`src/sgsc_pkg.sv`:
```
package sgsc_pkg;

  localparam int AngleFracBits = 14;
  localparam int AngW = 15;
  localparam int StepW = 12;
  localparam int FuelW = 16;
  localparam int MaskW = 5;
  localparam int NumLegs = 3;
  localparam int PaddrW = 5;
  localparam int PdataW = 32;

  // pi held as round(pi * 2^30); notch and gear-down angles are rounded from it.
  localparam logic [63:0] PiQ30 = 64'd3373259426;
  localparam logic [63:0] FlapNotchWide =
      ((PiQ30 / 18) + (64'd1 << (29 - AngleFracBits))) >> (30 - AngleFracBits);
  localparam logic [63:0] GearDownWide =
      (PiQ30 + (64'd1 << (30 - AngleFracBits))) >> (31 - AngleFracBits);

  typedef logic [AngW-1:0]  angle_t;
  typedef logic [StepW-1:0] step_t;
  typedef logic [FuelW-1:0] fuel_t;

  localparam angle_t FlapNotch = FlapNotchWide[AngW-1:0];
  localparam angle_t GearDown  = GearDownWide[AngW-1:0];

  localparam logic [2:0] REQ_TICK      = 3'd0;
  localparam logic [2:0] REQ_FLAP_DOWN = 3'd1;
  localparam logic [2:0] REQ_FLAP_UP   = 3'd2;
  localparam logic [2:0] REQ_BRK_EXT   = 3'd3;
  localparam logic [2:0] REQ_BRK_RET   = 3'd4;

  localparam logic [2:0] REG_MAX_FLAP   = 3'd0;
  localparam logic [2:0] REG_FLAP_STEP  = 3'd1;
  localparam logic [2:0] REG_BRAKE_STEP = 3'd2;
  localparam logic [2:0] REG_GEAR_STEP  = 3'd3;
  localparam logic [2:0] REG_MAX_BRAKE  = 3'd4;
  localparam logic [2:0] REG_BRK_NOTCH  = 3'd5;
  localparam logic [2:0] REG_LOW_FUEL   = 3'd6;

  typedef enum logic [2:0] {
    OP_TICK,
    OP_FLAP_DOWN,
    OP_FLAP_UP,
    OP_BRK_EXT,
    OP_BRK_RET,
    OP_NOP
  } op_e;

  typedef struct packed {
    logic [2:0]       req_type;
    logic             gear_handle_down;
    logic             ground_contact;
    logic             wheel_brakes_on;
    fuel_t            fuel_level;
    logic [MaskW-1:0] working_mask;
  } in_item_t;

  typedef struct packed {
    angle_t     flap_position;
    angle_t     flap_target;
    angle_t     brake_position;
    angle_t     brake_target;
    angle_t     nose_gear_angle;
    angle_t     right_gear_angle;
    angle_t     left_gear_angle;
    logic [2:0] gear_up_flags;
    logic [2:0] warning_flags;
  } out_item_t;

  typedef struct packed {
    op_e              op;
    logic             gear_handle_down;
    logic             ground_contact;
    logic             wheel_brakes_on;
    fuel_t            fuel_level;
    logic [MaskW-1:0] working_mask;
  } q_entry_t;

  typedef struct packed {
    angle_t max_flap;
    step_t  flap_step;
    step_t  brake_step;
    step_t  gear_step;
    angle_t max_brake;
    angle_t brake_notch;
    fuel_t  low_fuel_level;
  } cfg_t;

endpackage

```
`src/sgsc_regs.sv`:
```
module sgsc_regs (
  input  logic                       clk_i,
  input  logic                       rst_ni,
  input  logic                       psel,
  input  logic                       penable,
  input  logic                       pwrite,
  input  logic [sgsc_pkg::PaddrW-1:0] paddr,
  input  logic [sgsc_pkg::PdataW-1:0] pwdata,
  output logic [sgsc_pkg::PdataW-1:0] prdata,
  output sgsc_pkg::cfg_t             cfg_o
);
  import sgsc_pkg::*;

  cfg_t       cfg_q, cfg_d;
  logic       wr_en;
  logic [2:0] idx;

  assign wr_en = psel && penable && pwrite;
  assign idx   = paddr[4:2];

  always_comb begin
    cfg_d = cfg_q;
    if (wr_en) begin
      unique case (idx)
        REG_MAX_FLAP:   cfg_d.max_flap       = pwdata[AngW-1:0];
        REG_FLAP_STEP:  cfg_d.flap_step      = pwdata[StepW-1:0];
        REG_BRAKE_STEP: cfg_d.brake_step     = pwdata[StepW-1:0];
        REG_GEAR_STEP:  cfg_d.gear_step      = pwdata[StepW-1:0];
        REG_MAX_BRAKE:  cfg_d.max_brake      = pwdata[AngW-1:0];
        REG_BRK_NOTCH:  cfg_d.brake_notch    = pwdata[AngW-1:0];
        REG_LOW_FUEL:   cfg_d.low_fuel_level = pwdata[FuelW-1:0];
        default:        cfg_d = cfg_q;
      endcase
    end
  end

  always_comb begin
    unique case (idx)
      REG_MAX_FLAP:   prdata = PdataW'(cfg_q.max_flap);
      REG_FLAP_STEP:  prdata = PdataW'(cfg_q.flap_step);
      REG_BRAKE_STEP: prdata = PdataW'(cfg_q.brake_step);
      REG_GEAR_STEP:  prdata = PdataW'(cfg_q.gear_step);
      REG_MAX_BRAKE:  prdata = PdataW'(cfg_q.max_brake);
      REG_BRK_NOTCH:  prdata = PdataW'(cfg_q.brake_notch);
      REG_LOW_FUEL:   prdata = PdataW'(cfg_q.low_fuel_level);
      default:        prdata = '0;
    endcase
  end

  always_ff @(posedge clk_i or negedge rst_ni) begin
    if (!rst_ni) begin
      cfg_q.max_flap       <= AngW'(6434);
      cfg_q.flap_step      <= StepW'(80);
      cfg_q.brake_step     <= StepW'(80);
      cfg_q.gear_step      <= StepW'(40);
      cfg_q.max_brake      <= AngW'(12868);
      cfg_q.brake_notch    <= AngW'(4289);
      cfg_q.low_fuel_level <= FuelW'(1000);
    end else begin
      cfg_q <= cfg_d;
    end
  end

  assign cfg_o = cfg_q;

endmodule

```
`src/sgsc_front.sv`:
```
module sgsc_front (
  input  logic                 clk_i,
  input  logic                 rst_ni,
  input  logic                 in_valid_i,
  output logic                 in_stall_o,
  input  sgsc_pkg::in_item_t   in_item_i,
  input  logic                 pop_i,
  output logic                 q_valid_o,
  output sgsc_pkg::q_entry_t   q_entry_o
);
  import sgsc_pkg::*;

  q_entry_t   entry;
  q_entry_t   mem_q [2];
  logic       wr_ptr_q, rd_ptr_q;
  logic [1:0] cnt_q, cnt_d;
  logic       push, pop;

  always_comb begin
    entry.gear_handle_down = in_item_i.gear_handle_down;
    entry.ground_contact   = in_item_i.ground_contact;
    entry.wheel_brakes_on  = in_item_i.wheel_brakes_on;
    entry.fuel_level       = in_item_i.fuel_level;
    entry.working_mask     = in_item_i.working_mask;
    unique case (in_item_i.req_type)
      REQ_TICK:      entry.op = OP_TICK;
      REQ_FLAP_DOWN: entry.op = OP_FLAP_DOWN;
      REQ_FLAP_UP:   entry.op = OP_FLAP_UP;
      REQ_BRK_EXT:   entry.op = OP_BRK_EXT;
      REQ_BRK_RET:   entry.op = OP_BRK_RET;
      default:       entry.op = OP_NOP;
    endcase
  end

  assign in_stall_o = cnt_q[1];
  assign push       = in_valid_i && !cnt_q[1];
  assign q_valid_o  = cnt_q != 2'd0;
  assign pop        = pop_i && q_valid_o;
  assign q_entry_o  = mem_q[rd_ptr_q];

  always_comb begin
    cnt_d = cnt_q;
    if (push && !pop) begin
      cnt_d = cnt_q + 2'd1;
    end else if (pop && !push) begin
      cnt_d = cnt_q - 2'd1;
    end
  end

  always_ff @(posedge clk_i) begin
    if (push) begin
      mem_q[wr_ptr_q] <= entry;
    end
  end

  always_ff @(posedge clk_i or negedge rst_ni) begin
    if (!rst_ni) begin
      wr_ptr_q <= 1'b0;
      rd_ptr_q <= 1'b0;
      cnt_q    <= 2'd0;
    end else begin
      cnt_q <= cnt_d;
      if (push) begin
        wr_ptr_q <= !wr_ptr_q;
      end
      if (pop) begin
        rd_ptr_q <= !rd_ptr_q;
      end
    end
  end

endmodule

```
`src/sgsc_back.sv`:
```
module sgsc_back (
  input  logic                clk_i,
  input  logic                rst_ni,
  input  sgsc_pkg::cfg_t      cfg_i,
  input  logic                q_valid_i,
  input  sgsc_pkg::q_entry_t  q_entry_i,
  output logic                pop_o,
  output logic                out_valid_o,
  input  logic                out_stall_i,
  output sgsc_pkg::out_item_t out_item_o
);
  import sgsc_pkg::*;

  angle_t     flap_goal_q, flap_goal_d, flap_now_q, flap_now_d;
  angle_t     brake_goal_q, brake_goal_d, brake_now_q, brake_now_d;
  angle_t     gear_q [NumLegs];
  angle_t     gear_d [NumLegs];
  logic [2:0] up_q, up_d, warn_q, warn_d;
  logic       out_valid_q;
  out_item_t  out_q;
  logic [AngW:0] flap_sum, brake_sum;

  function automatic angle_t slew(angle_t now, angle_t goal, step_t step);
    logic [AngW:0] up_sum;
    logic [AngW:0] lim;
    angle_t        res;
    up_sum = {1'b0, now} + (AngW+1)'(step);
    lim    = {1'b0, goal} + (AngW+1)'(step);
    res    = now;
    if (goal > now) begin
      res = (up_sum > {1'b0, goal}) ? goal : up_sum[AngW-1:0];
    end else if (goal < now) begin
      res = ({1'b0, now} < lim) ? goal : now - AngW'(step);
    end
    return res;
  endfunction

  // The back end takes the next item whenever the output register is free or draining.
  assign pop_o    = q_valid_i && (!out_valid_q || !out_stall_i);
  assign flap_sum  = {1'b0, flap_goal_q} + {1'b0, FlapNotch};
  assign brake_sum = {1'b0, brake_goal_q} + {1'b0, cfg_i.brake_notch};

  always_comb begin
    logic [AngW:0] leg_sum;
    flap_goal_d  = flap_goal_q;
    flap_now_d   = flap_now_q;
    brake_goal_d = brake_goal_q;
    brake_now_d  = brake_now_q;
    gear_d       = gear_q;
    up_d         = up_q;
    warn_d       = warn_q;
    leg_sum      = '0;
    unique case (q_entry_i.op)
      OP_TICK: begin
        if (q_entry_i.working_mask[0]) begin
          flap_now_d = slew(flap_now_q, flap_goal_q, cfg_i.flap_step);
        end
        if (q_entry_i.working_mask[1]) begin
          brake_now_d = slew(brake_now_q, brake_goal_q, cfg_i.brake_step);
        end
        for (int l = 0; l < NumLegs; l++) begin
          leg_sum = {1'b0, gear_q[l]} + (AngW+1)'(cfg_i.gear_step);
          if (q_entry_i.working_mask[2+l]) begin
            if (q_entry_i.gear_handle_down) begin
              if (gear_q[l] != GearDown) begin
                gear_d[l] = (leg_sum > {1'b0, GearDown}) ? GearDown : leg_sum[AngW-1:0];
                up_d[l]   = 1'b0;
              end
            end else if (gear_q[l] != '0 && !q_entry_i.ground_contact) begin
              // Only a step that would pass below zero marks the leg as up.
              if (gear_q[l] < AngW'(cfg_i.gear_step)) begin
                gear_d[l] = '0;
                up_d[l]   = 1'b1;
              end else begin
                gear_d[l] = gear_q[l] - AngW'(cfg_i.gear_step);
              end
            end
          end
        end
        warn_d = {brake_goal_q != '0, q_entry_i.wheel_brakes_on,
                  q_entry_i.fuel_level < cfg_i.low_fuel_level};
      end
      OP_FLAP_DOWN: begin
        flap_goal_d = (flap_sum > {1'b0, cfg_i.max_flap}) ? cfg_i.max_flap
                                                          : flap_sum[AngW-1:0];
      end
      OP_FLAP_UP: begin
        flap_goal_d = (flap_goal_q < FlapNotch) ? '0 : flap_goal_q - FlapNotch;
      end
      OP_BRK_EXT: begin
        brake_goal_d = (brake_sum > {1'b0, cfg_i.max_brake}) ? cfg_i.max_brake
                                                             : brake_sum[AngW-1:0];
      end
      OP_BRK_RET: begin
        brake_goal_d = (brake_goal_q < cfg_i.brake_notch) ? '0
                                                          : brake_goal_q - cfg_i.brake_notch;
      end
      default: begin
        flap_goal_d = flap_goal_q;
      end
    endcase
  end

  always_ff @(posedge clk_i or negedge rst_ni) begin
    if (!rst_ni) begin
      flap_goal_q  <= '0;
      flap_now_q   <= '0;
      brake_goal_q <= '0;
      brake_now_q  <= '0;
      for (int l = 0; l < NumLegs; l++) begin
        gear_q[l] <= GearDown;
      end
      up_q        <= '0;
      warn_q      <= '0;
      out_valid_q <= 1'b0;
    end else begin
      if (pop_o) begin
        flap_goal_q  <= flap_goal_d;
        flap_now_q   <= flap_now_d;
        brake_goal_q <= brake_goal_d;
        brake_now_q  <= brake_now_d;
        gear_q       <= gear_d;
        up_q         <= up_d;
        warn_q       <= warn_d;
        out_valid_q  <= 1'b1;
      end else if (!out_stall_i) begin
        out_valid_q <= 1'b0;
      end
    end
  end

  always_ff @(posedge clk_i) begin
    if (pop_o) begin
      out_q.flap_position    <= flap_now_d;
      out_q.flap_target      <= flap_goal_d;
      out_q.brake_position   <= brake_now_d;
      out_q.brake_target     <= brake_goal_d;
      out_q.nose_gear_angle  <= gear_d[0];
      out_q.right_gear_angle <= gear_d[1];
      out_q.left_gear_angle  <= gear_d[2];
      out_q.gear_up_flags    <= up_d;
      out_q.warning_flags    <= warn_d;
    end
  end

  assign out_valid_o = out_valid_q;
  assign out_item_o  = out_q;

endmodule

```
`src/surface_and_gear_slew_control_core.sv`:
```
// Results come from the back end's output register, which loads when an item leaves the queue.
// Throughput: one item per cycle while the output is not stalled; the state update for every
// item is combinational add-and-clamp logic in the back end.
// A two-entry queue decouples the input from the back end and its output register.
// Reset: flaps and speed brake at zero, all gear legs down, flags clear,
// queue and output empty, registers at their documented defaults.
module surface_and_gear_slew_control_core (
  input  logic                        clk_i,
  input  logic                        rst_ni,
  input  logic                        in_valid_i,
  output logic                        in_stall_o,
  input  sgsc_pkg::in_item_t          in_item_i,
  output logic                        out_valid_o,
  input  logic                        out_stall_i,
  output sgsc_pkg::out_item_t         out_item_o,
  input  logic                        psel,
  input  logic                        penable,
  input  logic                        pwrite,
  input  logic [sgsc_pkg::PaddrW-1:0] paddr,
  input  logic [sgsc_pkg::PdataW-1:0] pwdata,
  output logic [sgsc_pkg::PdataW-1:0] prdata,
  output logic                        pready
);
  import sgsc_pkg::*;

  cfg_t     cfg;
  logic     q_valid, pop;
  q_entry_t q_entry;

  assign pready = 1'b1;

  sgsc_regs u_regs (
    .clk_i   (clk_i),
    .rst_ni  (rst_ni),
    .psel    (psel),
    .penable (penable),
    .pwrite  (pwrite),
    .paddr   (paddr),
    .pwdata  (pwdata),
    .prdata  (prdata),
    .cfg_o   (cfg)
  );

  sgsc_front u_front (
    .clk_i      (clk_i),
    .rst_ni     (rst_ni),
    .in_valid_i (in_valid_i),
    .in_stall_o (in_stall_o),
    .in_item_i  (in_item_i),
    .pop_i      (pop),
    .q_valid_o  (q_valid),
    .q_entry_o  (q_entry)
  );

  sgsc_back u_back (
    .clk_i       (clk_i),
    .rst_ni      (rst_ni),
    .cfg_i       (cfg),
    .q_valid_i   (q_valid),
    .q_entry_i   (q_entry),
    .pop_o       (pop),
    .out_valid_o (out_valid_o),
    .out_stall_i (out_stall_i),
    .out_item_o  (out_item_o)
  );

endmodule
```
`config.mk`:
```
export PLATFORM = sky130hd
export DESIGN_NAME = surface_and_gear_slew_control_core
export DESIGN_NICKNAME = d
export VERILOG_FILES = /design/src/sgsc_pkg.sv /design/src/sgsc_regs.sv /design/src/sgsc_front.sv /design/src/sgsc_back.sv /design/src/surface_and_gear_slew_control_core.sv
export SDC_FILE = /design/constraint.sdc
export NUM_CORES = 1
export LEC_CHECK = 0
export ABC_AREA = 0
export BUFFER_PORTS_ARGS = -buffer_cell sky130_fd_sc_hd__buf_2
export CAP_MARGIN = 20
export CORE_MARGIN = 4
export CORE_UTILIZATION = 40
export DETAILED_ROUTE_END_ITERATION = 16
export PLACE_DENSITY = 0.58
export SLEW_MARGIN = 30
export SYNTH_ARGS = -nofsm -noshare
export SYNTH_HDL_FRONTEND = slang
export SYNTH_HIERARCHICAL = 1
export SYNTH_SLANG_ARGS = --single-unit
```
`constraint.sdc`:
```
create_clock -name clk_i -period 5.43 [get_ports clk_i]
set_clock_uncertainty 0.1 [all_clocks]
set_input_delay 1.086 -clock clk_i [delete_from_list [all_inputs] [get_ports clk_i]]
set_output_delay 1.086 -clock clk_i [all_outputs]
set_load 0.02 [all_outputs]
```
Yosys cells after proc, flatten, opt, wreduce, memory -nomap -nowiden:

Memory sizes are Yosys's and may differ from the RTL's.
Index checks and enable logic that the tools add are counted.

* memory bits (read-only): 0
* register bits: 324
* memories: 1
* input port bits: 71
* RAM bits: 54
* bits in latches: 0
* output and inout port bits: 146

* reduce and logical (&&, ||, !) cells: 35
* add/sub/neg operators: 18
* div/mod/pow operators: 0
* bitwise operators: 0
* eq/ne operators: 18
* multiplexer cells: 62
* shift-type cells: 0
* $mul: 0
* magnitude comparators: 19

Memory list
* u_front.mem_q: words 2, bits a word 27, read ports 1, clocked after Yosys merged registers in 0, write ports 1, RTL line sgsc_front.sv:14 `q_entry_t mem_q [2];`

Operators by type and width (number)
* two-way mux 15 bit: 34
* adder 15 x 12 -> 16 bit: 7
* case mux 16 bit (7 select lines): 1
* subtractor 15 x 12 -> 15 bit: 5
* greater-than comparator 16 x 15 -> 1 bit: 4
* case mux 15 bit (2 select lines): 2
* nonzero test 15 bit: 4
* greater-than comparator 16 x 15 -> 1 bit (second input constant): 3
* less-than comparator 15 x 12 -> 1 bit: 3
* less-than comparator 15 bit: 3
* two-way mux 45 bit: 1
* inequality test 15 bit (second input constant): 3
* less-than comparator 15 x 16 -> 1 bit: 2
* greater-than comparator 15 bit: 2
* two-way mux 1 bit: 19
* == test 3 x 2 -> 1 bit (second input constant): 6
* adder 15 x 12 -> 16 bit (second input constant): 1
* adder 15 x 15 -> 16 bit: 1
* less-than comparator 16 bit: 1
* == test 3 bit (second input constant): 5
* less-than comparator 15 x 12 -> 1 bit (second input constant): 1
* case mux 3 bit (5 select lines): 1
* subtractor 15 x 12 -> 15 bit (second input constant): 1
* subtractor 15 bit: 1
* other kinds (12): 41

Logic depth before layout (Yosys ltp):

* depth in word-level cells: 7
* gate-level depth with buffers: 23
* gate-level depth less buffers: 22

Hierarchy:

Netlist, hierarchy kept.

By module, submodules not included
* sgsc_back: sequential area each 6154.7 um^2, cells each 3068, area each 25000.2 um^2, times used 1
* sgsc_regs: sequential area each 2459.9 um^2, cells each 344, area each 4703.3 um^2, times used 1
* sgsc_front: sequential area each 1721.7 um^2, cells each 104, area each 2255.9 um^2, times used 1
* surface_and_gear_slew_control_core: sequential area each 0.0 um^2, cells each 2, area each 11.3 um^2, times used 1

Worst setup path after synthesis:

Ideal clock, no wire load.

* kind: input to register
* start: input out_stall_i
* end: register u_front.cnt_q[1]
* path buffers: 2
* required time: 5.250 ns
* cell stages on the path: 10
* library setup time: 0.080 ns
* path slack: -0.916 ns
* data arrival time: 6.166 ns
* path through: nand2_1 -> nand2_1 -> inv_1 -> clkbuf_1 -> clkbuf_1 -> nand2_1 -> ha_1 -> xor2_1 -> nor2_1 -> xor2_1

* cells in the longest elaborated chain, start to end: 7
* elaborated cells on any way between the ends: 9
* those cells by class: 1 x mux; 8 x reduce/logical

RTL lines
* start: declaration: RTL line surface_and_gear_slew_control_core.sv:14 `input logic out_stall_i,`
* zero test 1 bit (*): RTL line sgsc_back.sv:39 `assign pop_o = q_valid_i && (!out_valid_q || !out_stall_i);`
* logical OR 1 bit (*): RTL line sgsc_back.sv:39
* logical AND 1 bit (*): RTL line sgsc_back.sv:39
* net pop: RTL line surface_and_gear_slew_control_core.sv:27 `logic q_valid, pop;`
* logical AND 1 bit (*): RTL line sgsc_front.sv:38 `assign pop = pop_i && q_valid_o;`
* zero test 1 bit: RTL line sgsc_front.sv:43 `if (push && !pop) begin`
* logical AND 1 bit: RTL line sgsc_front.sv:43
* two-way mux 2 bit or nonzero test 2 bit (tied branches)
* end signal: assignment: RTL line sgsc_front.sv:62 `cnt_q <= cnt_d;`
* end: declaration: RTL line sgsc_front.sv:16 `logic [1:0] cnt_q, cnt_d;`

Mark *: on every way through the listed nets, which the timed path passes. The rest lies on a longest branch.
A chain may end at the register's enable or synchronous reset.

Worst setup path after layout:

* start: register u_regs.cfg_q (netlist bit u_regs/cfg_o[76])
* end: register u_back.out_q (netlist bit u_back/out_item_o[107]), data pin

* cells in the longest elaborated chain, start to end: 7
* elaborated cells on any way between the ends: 11
* those cells by class: 3 x add/sub; 2 x order compare; 6 x mux

RTL lines
* start: declaration: RTL line sgsc_regs.sv:14 `cfg_t cfg_q, cfg_d;`
* start signal: assignment: RTL line sgsc_regs.sv:60 `cfg_q <= cfg_d;`
* adder 15 x 12 -> 16 bit: RTL line sgsc_back.sv:28 `lim = {1'b0, goal} + (AngW+1)'(step);`
* less-than comparator 15 x 16 -> 1 bit: RTL line sgsc_back.sv:33 `res = ({1'b0, now} < lim) ? goal : now - AngW'(step);`
* two-way mux 15 bit: RTL line sgsc_back.sv:33
* two-way mux 15 bit: RTL line sgsc_back.sv:32 `end else if (goal < now) begin`
* two-way mux 15 bit (*): RTL line sgsc_back.sv:30 `if (goal > now) begin`
* two-way mux 15 bit (*): RTL line sgsc_back.sv:55 `if (q_entry_i.working_mask[0]) begin`
* two-way mux 15 bit (*): RTL line sgsc_back.sv:53 `unique case (q_entry_i.op)`
* net u_back.flap_now_d[11]: RTL line sgsc_back.sv:14 `angle_t flap_goal_q, flap_goal_d, flap_now_q, flap_now_d;`
* end: declaration: RTL line sgsc_back.sv:20 `out_item_t out_q;`

Marks and branches as above.

==> metrics.txt <==
status completed; DRT Wirelength 106 mm; top routing layer used met5; Worst Hold Class primary input to async pin; ranking of synthesized cells by area edfxtp_1, dfrtp_1, ha_1; CTS tree done; Mapped Cells 3518; die area 84500 µm²; most numerous cell in the Yosys netlist ha_1; CP Launch Type flip-flop; Initial DRC Count 2300; flop-to-flop setup slack 300 ps; clk sinks 378; final design instance area without fill 35900 µm²; number of distinct library cells after synthesis 102; Achievable Freq 195 MHz; GPL Wtd Cong 0.952; met3 wire length 5.90 mm; Avg WL per Cell 22.1 µm; antenna violations before repair 7; synthesized area 32000 µm²; Layout area overhead 12.1%; Worst path slowest cell dfstp_2; Synth Register Bits 378; Total GRT Usage 0.241; Seq/Total Area, Yosys 0.323; FF-to-FF End u_back/out_item_o[107]; CP cell instances inv_1, ha_1, inv_1, a21oi_1, or3_1, a211o_1, a21oi_1, nor2_1, o21bai_1, xnor2_1, ha_1, and4_1, nand3_1, or3_1, and2_1, nor2_1, mux2_2, a221o_1; wl on met1 48.1 mm; Min Clock Period, post-route 5130 ps; share of layout cells above drive strength 1 0.172; number of synthesized flops with an enable pin 165; CTS clk-pin slew, worst paths 60 ps; RSZ-0062 raised after global routing no; Post-DRT Antenna Nets 0; Net count, final 4087; largest net degree at the start of global routing 91; top_reg_cell synth dfrtp_1; slowest stage delay, CP 570 ps; Synth top cells by count ha_1, nand2_1, inv_1; Post-DP Area 34300 µm²; worst setup margin 302 ps; Clock Latency Late Sink 620 ps; P per Cell Area 671 nW/µm²; synthesized area per cell 9.09 µm²; Rows 103; top cell type by total area after synthesis edfxtp_1; Post-Route Setup TNS 0 ps; CP arrival 5350 ps; detailed placer's ending HPWL 81.8 mm; # setup viols final 0; Die X 291 µm; Residual DRC 0; CP max FO 8; P_leak 15.4 nW; ys async rst share 0.563; number of vias per cell 5.78; Core ar. 79100 µm²; Top delay family on crit path simple AND/OR/NAND/NOR gates; vias in the first global route 26600; R2R cell count 18; Hold Vio Cnt, Final 0; Worst Path Buf+Inv 2; Ys Warns 6; Overflow after GRT 0; DR pass1 iterations 5; first-pass GRT wire length 162 mm; Levels on crit path 18; Setup CP Type flip-flop to flip-flop; max-slew violation count 0; max_cap viols 0; Hold Buf Count CTS 0; # IOs 217; Initial Util 0.404; critical path endpoint category flip-flop; CP required 5650 ps; worst vdd ir 401 µV; RR Startpoint u_regs/cfg_o[76]; overall die height 291 µm; worst-case clock buffer depth 3; post-synth top area share 0.155; worst slew margin relative to its limit 0.338; dpl cells 4695; pre-CTS WS 323 ps; clk root buf clkbuf_16; H-tree levels 2; crit share post-route 0.944; Tot Pwr 0.0241 W; via count 27700; Least-Margin Pin Slew 992 ps; Cell Count, Final, Fillers Out 4781; Met2 Wirelength 48.0 mm; port bufs 181; total CTS buffers 45
## stage by stage
stage | util | hold slack (ps)
CTS | 0.452 | 383
global route | 0.453 | 416
floorplan | - | 342
finish | 0.453 | 376
global placement | 0.433 | 362
detailed placement | 0.433 | 369
## kinds of logic after synthesis
family / share of synthesized area
AOI/OAI and AO/OA: 0.211
xor gates and xnor gates: 0.0427
adders and majority gates: 0.130
buffers and inverters: 0.0553
DFF: 0.323
muxes: 0.0809
other: 0.000235
and+or+nand+nor: 0.157
## worst reg2reg max path, stage by stage, from the launching register on
cell,delay (ps)
dfstp_2,570
inv_1,60
ha_1,320
inv_1,150
a21oi_1,120
or3_1,350
a211o_1,310
a21oi_1,260
nor2_1,70
o21bai_1,160
xnor2_1,140
ha_1,320
and4_1,180
nand3_1,100
or3_1,440
and2_1,310
nor2_1,200
mux2_2,360
a221o_1,300
## where the power goes
part	switching (W)	internal, W
clock	0.00132	0.00180
combinational	0.00939	0.00615
sequential	0.00110	0.00430
## final cells by class
type | instances | area, µm²
diodes | 3 | 7.51
clock buffers | 57 | 1250
clock inverters | 26 | 270
fillers | 7853 | 43300
inverters | 253 | 957
multi-input cells | 2730 | 20000
flip-flops and latches | 378 | 10300
well taps | 1050 | 1310
repair buffers | 284 | 1710
## worst max-delay path by stage
stage | from | to | slack [ps]
3_3_place_gp | u_regs/cfg_o[58] | u_back/out_item_o[78] | 310
4_1_cts | u_regs/cfg_o[70] | u_back/out_item_o[106] | 260
3_5_place_dp | u_regs/cfg_o[70] | u_back/out_item_o[106] | 320
2_1_floorplan | u_regs/cfg_o[59] | u_back/out_item_o[73] | 660
6_report | u_regs/cfg_o[76] | u_back/out_item_o[107] | 300
5_1_grt | u_regs/cfg_o[70] | u_back/out_item_o[96] | 10
## registers in the layout, summed over array words and instances, names as in the netlist
name	flops
u_back/out_item_o	111
u_regs/cfg_o	97
u_front/mem_q	54
u_back/gear_q	45
u_back/brake_goal_q	15
u_back/brake_now_q	15
u_back/flap_goal_q	15
u_back/flap_now_q	15
u_back/up_q	3
u_back/warn_q	3
u_front/cnt_q	2
u_back/out_valid_o	1
u_front/rd_ptr_q	1
u_front/wr_ptr_q	1
## metal layers
layer / global-route usage / vias up
li1: - / 13300
met1: 0.336 / 13300
met2: 0.389 / 877
met3: 0.0340 / 160
met4: 0.0742 / 6
met5: 0 / -
## timing repair
| item | CTS | global route |
|---|---|---|
| gates resized for setup | 0 | 7 |
| setup endpoints to repair | 0 | 27 |
| buffers inserted | 0 | 0 |
## layout by cell type (no fill, tap or decap), types with 29 or more instances in the layout
master and instances:
o21a_1 52, o31ai_1 37, edfxtp_1 165, or3_1 30
o211ai_1 31, dfrtp_1 169, ha_1 310, nor3_1 82
a22oi_1 36, mux2_2 134, a21oi_1 196, clkbuf_16 47
dfstp_2 41, o21ai_0 213, xnor2_1 123, nand4_1 29
nor2b_1 47, nor2_1 224, nand3_1 84, nand2_1 280
buf_2 180, a21o_1 59, mux2i_1 62, o21bai_1 32
xor2_1 33, a31oi_1 40, a211oi_1 31, buf_4 101
nand2b_1 71, inv_1 244, mux2_4 29
Power figures use the tool's default switching activity.
